<file path="src/design/kfli_pkg.sv">
// Shared types and constants of the keyframe linear interpolator.
`default_nettype none

package kfli_pkg;

  localparam int MAX_KEYS_DEF = 64;
  localparam int KEY_COUNT_W  = 7;
  localparam int SLOT_W       = 6;
  localparam int DATA_W       = 32;
  localparam int FRAC_W       = 16;
  localparam int IN_TDATA_W   = 168;
  localparam int OUT_TDATA_W  = 104;

  typedef enum logic {
    OP_WRITE = 1'b0,
    OP_QUERY = 1'b1
  } op_t;

  typedef enum logic [2:0] {
    ST_IDLE,
    ST_SINGLE,
    ST_SEARCH,
    ST_START,
    ST_DIV,
    ST_MUL,
    ST_ADD,
    ST_DONE
  } state_t;

  typedef struct packed {
    logic [DATA_W-1:0] kz;
    logic [DATA_W-1:0] ky;
    logic [DATA_W-1:0] kx;
    logic [DATA_W-1:0] ktime;
  } key_t;

endpackage

`default_nettype wire

</file>
<file path="src/design/kfli_div.sv">
// Restoring divider that yields the Q0.16 fraction one quotient bit per cycle.
`default_nettype none

module kfli_div
  import kfli_pkg::*;
(
  input  logic              clk,
  input  logic              rst_n,
  input  logic              start,
  input  logic [DATA_W-1:0] dividend,
  input  logic [DATA_W-1:0] divisor,
  output logic              done,
  output logic [FRAC_W-1:0] quot
);

  localparam int CNT_W = $clog2(FRAC_W + 1);

  logic [DATA_W-1:0] rem_r, rem_nxt;
  logic [DATA_W-1:0] den_r, den_nxt;
  logic [FRAC_W-1:0] quot_r, quot_nxt;
  logic [CNT_W-1:0]  cnt_r, cnt_nxt;
  logic              busy_r, busy_nxt;
  logic              done_r, done_nxt;
  logic [DATA_W:0]   rem_sh;
  logic              ge;

  assign rem_sh = {rem_r, 1'b0};
  assign ge     = rem_sh >= {1'b0, den_r};

  always_comb begin
    rem_nxt  = rem_r;
    den_nxt  = den_r;
    quot_nxt = quot_r;
    cnt_nxt  = cnt_r;
    busy_nxt = busy_r;
    done_nxt = 1'b0;
    if (start) begin
      rem_nxt  = dividend;
      den_nxt  = divisor;
      quot_nxt = '0;
      cnt_nxt  = CNT_W'(FRAC_W);
      busy_nxt = 1'b1;
    end else if (busy_r) begin
      rem_nxt  = ge ? DATA_W'(rem_sh - {1'b0, den_r}) : rem_sh[DATA_W-1:0];
      quot_nxt = {quot_r[FRAC_W-2:0], ge};
      cnt_nxt  = cnt_r - CNT_W'(1);
      if (cnt_r == CNT_W'(1)) begin
        busy_nxt = 1'b0;
        done_nxt = 1'b1;
      end
    end
  end

  always_ff @(posedge clk) begin
    if (!rst_n) begin
      busy_r <= 1'b0;
      done_r <= 1'b0;
      cnt_r  <= '0;
    end else begin
      busy_r <= busy_nxt;
      done_r <= done_nxt;
      cnt_r  <= cnt_nxt;
    end
  end

  always_ff @(posedge clk) begin
    rem_r  <= rem_nxt;
    den_r  <= den_nxt;
    quot_r <= quot_nxt;
  end

  assign done = done_r;
  assign quot = quot_r;

endmodule

`default_nettype wire

</file>
<file path="config.mk">
export PLATFORM = sky130hd
export DESIGN_NAME = kfli_div
export DESIGN_NICKNAME = d
export VERILOG_FILES = /design/src/design/kfli_pkg.sv /design/src/design/kfli_div.sv
export SDC_FILE = /design/constraint.sdc
export NUM_CORES = 1
export LEC_CHECK = 0
export ABC_AREA = 0
export BUFFER_PORTS_ARGS = -buffer_cell sky130_fd_sc_hd__clkbuf_2
export CORE_MARGIN = 2
export CORE_UTILIZATION = 40
export CTS_CLUSTER_SIZE = 16
export DETAILED_ROUTE_END_ITERATION = 8
export PLACE_DENSITY = 0.71
export SLEW_MARGIN = 10
export SYNTH_ARGS = -nofsm -noshare
export SYNTH_HDL_FRONTEND = slang
export SYNTH_SLANG_ARGS = --single-unit
</file>
<file path="constraint.sdc">
create_clock -name clk -period 2.7 [get_ports clk]
set_input_delay 0.405 -clock clk [delete_from_list [all_inputs] [get_ports clk]]
set_output_delay 0.405 -clock clk [all_outputs]
set_load 0.02 [all_outputs]
</file>
==> out/results.tsv, run 1 <==
stage	metric	value	unit
setup_path	cp-startpoint	rem_r[0]$_DFFE_PP_	
timing	post-route-period-util	1.09	
place	hpwlAfterDp	9.38	mm
cts	clkTransAtPathRegs	0.07	ns
setup_path	ff2ff_path_depth	10	
synth	ys_seq_area_frac	0.447	
timing	hold_viol	0	
final_layout	drive_gt1_frac	0.397	
final_layout	area_delta_synth_final	37.2	%
synth	syn_inst	523	
drt	ant_nets	0	
cts	numCtsBuffers	9	
synth	avgSynthCellArea	10.2	um^2
cts	cts_max_level	3	
synth	synth_top_cell_by_area	edfxtp_1	
timing	worst_pin_slew	0.493	ns
synth	synth_cell_type_count	60	
synth	synth_warnings	0	
setup_path	critPathCaptureType	flip-flop	
cts	holdBufCountCts	0	
synth	netlist_top_cells_area	edfxtp_1 (36%), dfxtp_1 (8.6%), ha_1 (8.0%)	
global_route	overflow	0	
global_route	grt_pass1_wl	21.3	mm
place	port_buffers	83	
setup_path	path_max_fanout	7	
synth	ys_ff_latch	87	
timing	setup_viol	31	
synth	yosys.area.top_type_share	0.361	
run_status	status	finished, violations left	
global_route	grt_max_degree	33	
setup_path	critPathArrivalTime	3.05	ns
final_layout	antenna_cells	0	
final_layout	fin_nets	798	
place	gp_congestion	0.879	
timing	slew-limit-headroom	0.668	
global_route	grt_pass1_vias	4524	
die	core_area	13100	um^2
synth	netlist_area	5320	um^2
drt	drc_errors	0	
synth	ys.flop_type	edfxtp_1	
timing	drv_slew	0	
setup_path	timing.rr.start	rem_r[0]$_DFFE_PP_	
hold_path	worst_hold_path.endpoint	den_r[24]$_DFFE_PP_	
setup_path	path_class	reg2reg	
setup_path	reg2reg_slack	-0.24	ns
die	rows	42	
run_status	violations	negative setup slack	
timing	max_freq	0.340	GHz
cts	cts-root-buf	clkbuf_16	
drt	vias_per_cell	5.18	
timing	fin_crit	2.94	ns
job	cap_violations	0	
drt	vias	4539	
setup_path	critPathLaunchType	flip-flop	
place	dp_cells	840	
drt	wire_per_inst	15.2	um
power_and_ir_drop	vdd_drop_max	0.000504	V
die	dieArea	14200	um^2
timing	setup_ws	-0.240	ns
global_route	antenna_found_initial	0	
hold_path	min_from	divisor[24]	
place	placed_area	6470	um^2
power_and_ir_drop	p_per_area	1010	nW/um^2
synth	synth_edf_count	64	
timing	rsz0062_at_grt	true	
synth	async_flop_share	0	
die	fp.dieH	119	um
hold_path	hold_depth	1	
hold_path	min_path_type	in2reg	
drt	dr.pass1.iters	4	
die	start_util	0.405	
drt	totalWireLength	13.3	mm
final_layout	finalNonFillerCells	877	
setup_path	cp.required	2.81	ns
synth	synthesis.nets	625	
cts	cts_max_path_buffers	2	
drt	drt_iter0_markers	249	
cts	tritoncts	built	
power_and_ir_drop	leakagePower	3.19	nW
cts	cts_num_sinks	87	
timing	fin_skew	0.00830	ns
final_layout	finalInstanceArea	7300	um^2
setup_path	timing.rr.end	rem_r[17]$_DFFE_PP_	
die	ioPinCount	84	
die	die_x	119	um
cts	insertion_delay	0.36	ns
global_route	grt_use_total	0.188	
[cells by family after synthesis]
family          Yosys count  share of synthesized area
mux                      42                     0.0851
compound gates          123                      0.154
simple gates            139                      0.128
flops                    87                      0.447
fa+ha+maj                35                     0.0837
xor+xnor                 31                     0.0510
buf+inv                  66                     0.0512
[power by group]
part / internal (W) / leakage [nW] / switching (W)
Sequential: 0.00177 / 0.823 / 0.000175
Clock: 0.000663 / 0.151 / 0.000616
Combinational: 0.00220 / 2.22 / 0.00192
Total: 0.00463 / 3.19 / 0.00272
[what timing repair did]
action | in CTS | in global routing
hold endpoints to repair | 0 | 0
pin swaps | 12 | 10
endpoints found under the setup margin | 31 | 33
gates cloned | 1 | 0
setup buffers | 7 | 13
resized for setup | 39 | 27
[layer usage]
layer  vias up  wire [um]  global-route usage
met3        17        696              0.0489
met2       128       6540               0.318
li1       2233          -                   -
met4         0        229              0.0669
met1      2161       5820               0.232
met5         -          0                   0
[per-stage QoR]
stage	setup TNS [ns]	util	hold WS [ns]	total power [W]	setup WS, ns
6_report	-4.97	0.556	0.217	0.00734	-0.240
5_1_grt	-9.36	0.556	0.210	0.00780	-0.367
4_1_cts	-5.90	0.540	0.205	0.00703	-0.263
3_5_place_dp	-8.51	0.492	0.488	0.00529	-0.347
3_3_place_gp	-5.79	0.492	0.473	0.00517	-0.237
2_1_floorplan	-2.50	-	0.468	0.00413	-0.125
[worst max-delay path by stage]
stage | to | depth (start not counted)
6_report | rem_r[17]$_DFFE_PP_ | 10
5_1_grt | rem_r[21]$_DFFE_PP_ | 11
4_1_cts | rem_r[17]$_DFFE_PP_ | 11
3_5_place_dp | rem_r[14]$_DFFE_PP_ | 11
3_3_place_gp | rem_r[28]$_DFFE_PP_ | 10
2_1_floorplan | rem_r[17]$_DFFE_PP_ | 9
[state kept, by name, indices dropped and copies added (netlist names)]
name / cells
busy_r: 1
cnt_r: 5
den_r: 32
done: 1
quot: 16
rem_r: 32
[worst max-delay path: stages, from the launching register on]
cell and delay, ns:
edfxtp_1 0.44, ha_4 0.26, nor2b_4 0.12, o2111a_1 0.26
o21a_1 0.21, o2111ai_2 0.18, o211ai_1 0.17, a211oi_4 0.27
buf_6 0.19, mux2_4 0.31, mux2_2 0.27
[cell usage after synthesis, types with 3 or more instances]
| master | count |
|---|---|
| edfxtp_1 | 64 |
| mux2_2 | 26 |
| or3_1 | 4 |
| a21o_1 | 11 |
| dfxtp_1 | 23 |
| a211oi_1 | 8 |
| nor2_1 | 37 |
| o211ai_1 | 3 |
| nor3_1 | 4 |
| buf_2 | 3 |
| nand2b_1 | 6 |
| o21ai_1 | 7 |
| clkbuf_1 | 9 |
| o21a_1 | 5 |
| nand3_1 | 10 |
| nand2_1 | 42 |
| xor2_1 | 9 |
| nor2b_1 | 6 |
| buf_1 | 3 |
| mux2i_1 | 16 |
| xnor2_1 | 22 |
| a21oi_1 | 29 |
| ha_1 | 34 |
| nand4_1 | 6 |
| and3_1 | 8 |
| nor4_1 | 4 |
| o21ai_0 | 30 |
| o21bai_1 | 6 |
| inv_1 | 46 |
[layout make-up]
type,instances,area (um^2)
fill,1168,5830
multi-input combinational,370,3010
sequential,87,2380
timing repair buffer,182,1220
clock buffer,9,225
tap,176,220
inverter,46,173
clock inverter,7,78.8
[cell usage in the layout (no fill, tap or decap), types with 21 or more instances in the layout]
| cell type | count |
|---|---|
| buf_4 | 95 |
| mux2_2 | 22 |
| nand2_1 | 42 |
| inv_1 | 43 |
| ha_1 | 21 |
| dfxtp_1 | 23 |
| nor2_1 | 37 |
| a21oi_1 | 23 |
| edfxtp_1 | 64 |
| clkbuf_2 | 82 |
Note: power is estimated with default switching activity, not from simulation.
==> inputs of run 2 (changes only) <==
Settings changed: CORE_ASPECT_RATIO set to 0.7.
==> out/results.tsv, run 2 (same netlist as run 1, synthesis figures left out) <==
stage	metric	value	unit	change
run_status	status	finished, violations left		
run_status	violations	negative setup slack		
final_layout	utilization	0.584		+0.0283
power_and_ir_drop	p_total	0.00799	W	+8.8%
cts	tritoncts	built		
die	dieArea	14300	um^2	+0.11%
timing	max_freq	0.332	GHz	-2.4%
final_layout	layout_common_cells	buf_4 (87), clkbuf_2 (82), edfxtp_1 (64)		
drt	vias	4677		+3.0%
setup_path	critPathCaptureType	flip-flop		
timing	rsz0062_at_grt	true		
cts	cts_max_path_buffers	2		unchanged
global_route	grt_max_degree	97		+190%
drt	wire_per_inst	16.7	um	+9.9%
global_route	grt_use_total	0.182		-0.00552
drt	drc_errors	0		unchanged
setup_path	path_max_fanout	6		-1
timing	worst_pin_slew	0.847	ns	+0.354 ns
timing	slew-limit-headroom	0.435		-0.233
die	core_area	13100	um^2	-0.33%
place	place_ws	-0.410	ns	-0.0633 ns
final_layout	area_delta_synth_final	43.7	%	
global_route	grt_pass1_vias	4399		-2.8%
place	hpwlAfterDp	9.25	mm	-1.4%
timing	drv_slew	0		unchanged
power_and_ir_drop	p_per_area	1040	nW/um^2	+3.9%
final_layout	finalNonFillerCells	875		-0.23%
timing	hold_viol	0		unchanged
cts	insertion_delay	0.35	ns	about the same
setup_path	cp.required	2.80	ns	about the same
global_route	overflow	0		unchanged
timing	fin_crit	3.01	ns	+0.0734 ns
timing	fin_skew	0.0106	ns	+0.00231 ns
drt	drt_iter0_markers	397		+59%
hold_path	min_path_type	in2reg		
timing	setup_ws	-0.314	ns	-0.0734 ns
final_layout	fin_nets	806		+1.0%
setup_path	critPathArrivalTime	3.11	ns	+0.06 ns
final_layout	drive_gt1_frac	0.436		+0.0392
global_route	antenna_found_initial	0		unchanged
drt	totalWireLength	14.6	mm	+9.7%
die	rows	35		-17%
setup_path	path_class	reg2reg		
cts	clkTransAtPathRegs	0.07	ns	about the same
cts	cts-root-buf	clkbuf_16		
die	die_x	142	um	+19%
die	fp.dieH	101	um	-16%
power_and_ir_drop	leakagePower	3.32	nW	+4.2%
die	start_util	0.407		+0.00136
drt	ant_nets	0		unchanged
drt	dr.pass1.iters	5		+1
timing	post-route-period-util	1.12		+0.0272
place	gp_congestion	0.882		+0.34%
timing	setup_viol	31		unchanged
timing	setup_tns	-6.81	ns	-1.84 ns
drt	vias_per_cell	5.35		+3.3%
job	cap_violations	0		unchanged
final_layout	antenna_cells	0		unchanged
setup_path	critPathLaunchType	flip-flop		
die	ioPinCount	84		unchanged
final_layout	mostFrequentLayoutCell	buf_4		
power_and_ir_drop	vdd_drop_max	0.000428	V	-15%
cts	cts_num_sinks	87		unchanged
cts	numCtsBuffers	9		unchanged
place	dp_cells	826		-1.7%
cts	cts_max_level	3		unchanged
place	port_buffers	83		unchanged
global_route	grt_pass1_wl	20.7	mm	-2.6%
## run 2: changes by cell type in the layout (fill, tap and decap cells not counted), moves of 3 or more
cell,before,now
buf_6,2,11
buf_4,95,87
mux2_2,22,14
mux2_4,4,12
clkbuf_16,9,16
o21ai_0,20,14
inv_8,4,0
nand2_1,42,38
nand2_2,0,4
o21ai_2,3,7
nor2_1,37,34
## run 2: worst paths after layout
check	cells past startpoint	end	slack, ns	from
max reg2reg	11	rem_r[17]$_DFFE_PP_	-0.31	rem_r[6]$_DFFE_PP_
min reg2reg	2	quot[15]$_SDFFE_PP0P_	0.50	quot[15]$_SDFFE_PP0P_
min	1	den_r[12]$_DFFE_PP_	0.22	divisor[12]
max	11	rem_r[17]$_DFFE_PP_	-0.31	rem_r[6]$_DFFE_PP_
## run 2: what timing repair did
action / in CTS / in global routing
resized for setup: 40 / 78
pin swaps: 22 / 26
cloned: 0 / 6
hold buffers: 0 / 0
endpoints found under the setup margin: 33 / 32
buffers inserted: 8 / 20
## run 2: per-layer routing
layer,wire length [um],share of wire,track usage,vias to the layer above
met4,238,0.016,0.0508,0
li1,-,-,-,2252
met2,6940,0.48,0.294,137
met1,6650,0.46,0.246,2264
met3,748,0.051,0.0461,24
met5,0,0,0,-
## run 2: worst max-delay path, cell delays in order, from the launching register on
cell       delay [ns]
edfxtp_1         0.44
ha_4             0.28
and4_1           0.22
and3_1           0.21
o21a_1           0.14
o2111ai_2        0.19
o211ai_1         0.16
a211oi_4         0.24
buf_6            0.17
buf_6            0.14
mux2_4           0.30
mux2_4           0.27
## run 2: through the flow
step	cell area [um^2]	hold slack, ns
after floorplan	5350	0.468
after global routing	7650	0.216
after global placement	6440	0.472
after detailed placement	6440	0.486
after CTS	7030	0.221
final	7650	0.222
## run 2: power by group
part | internal (W) | switching (W)
clock network | 0.000763 | 0.000537
logic | 0.00254 | 0.00221
registers | 0.00177 | 0.000181
total | 0.00507 | 0.00292
## run 2: layout make-up
type                    count  area, um^2
clock buffers              13         293
clock inverters             3        20.0
fillers                  1049        5440
inverters                  46         175
multi-input cells         370        3170
flip-flops and latches     87        2380
well taps                 166         208
repair buffers            190        1400
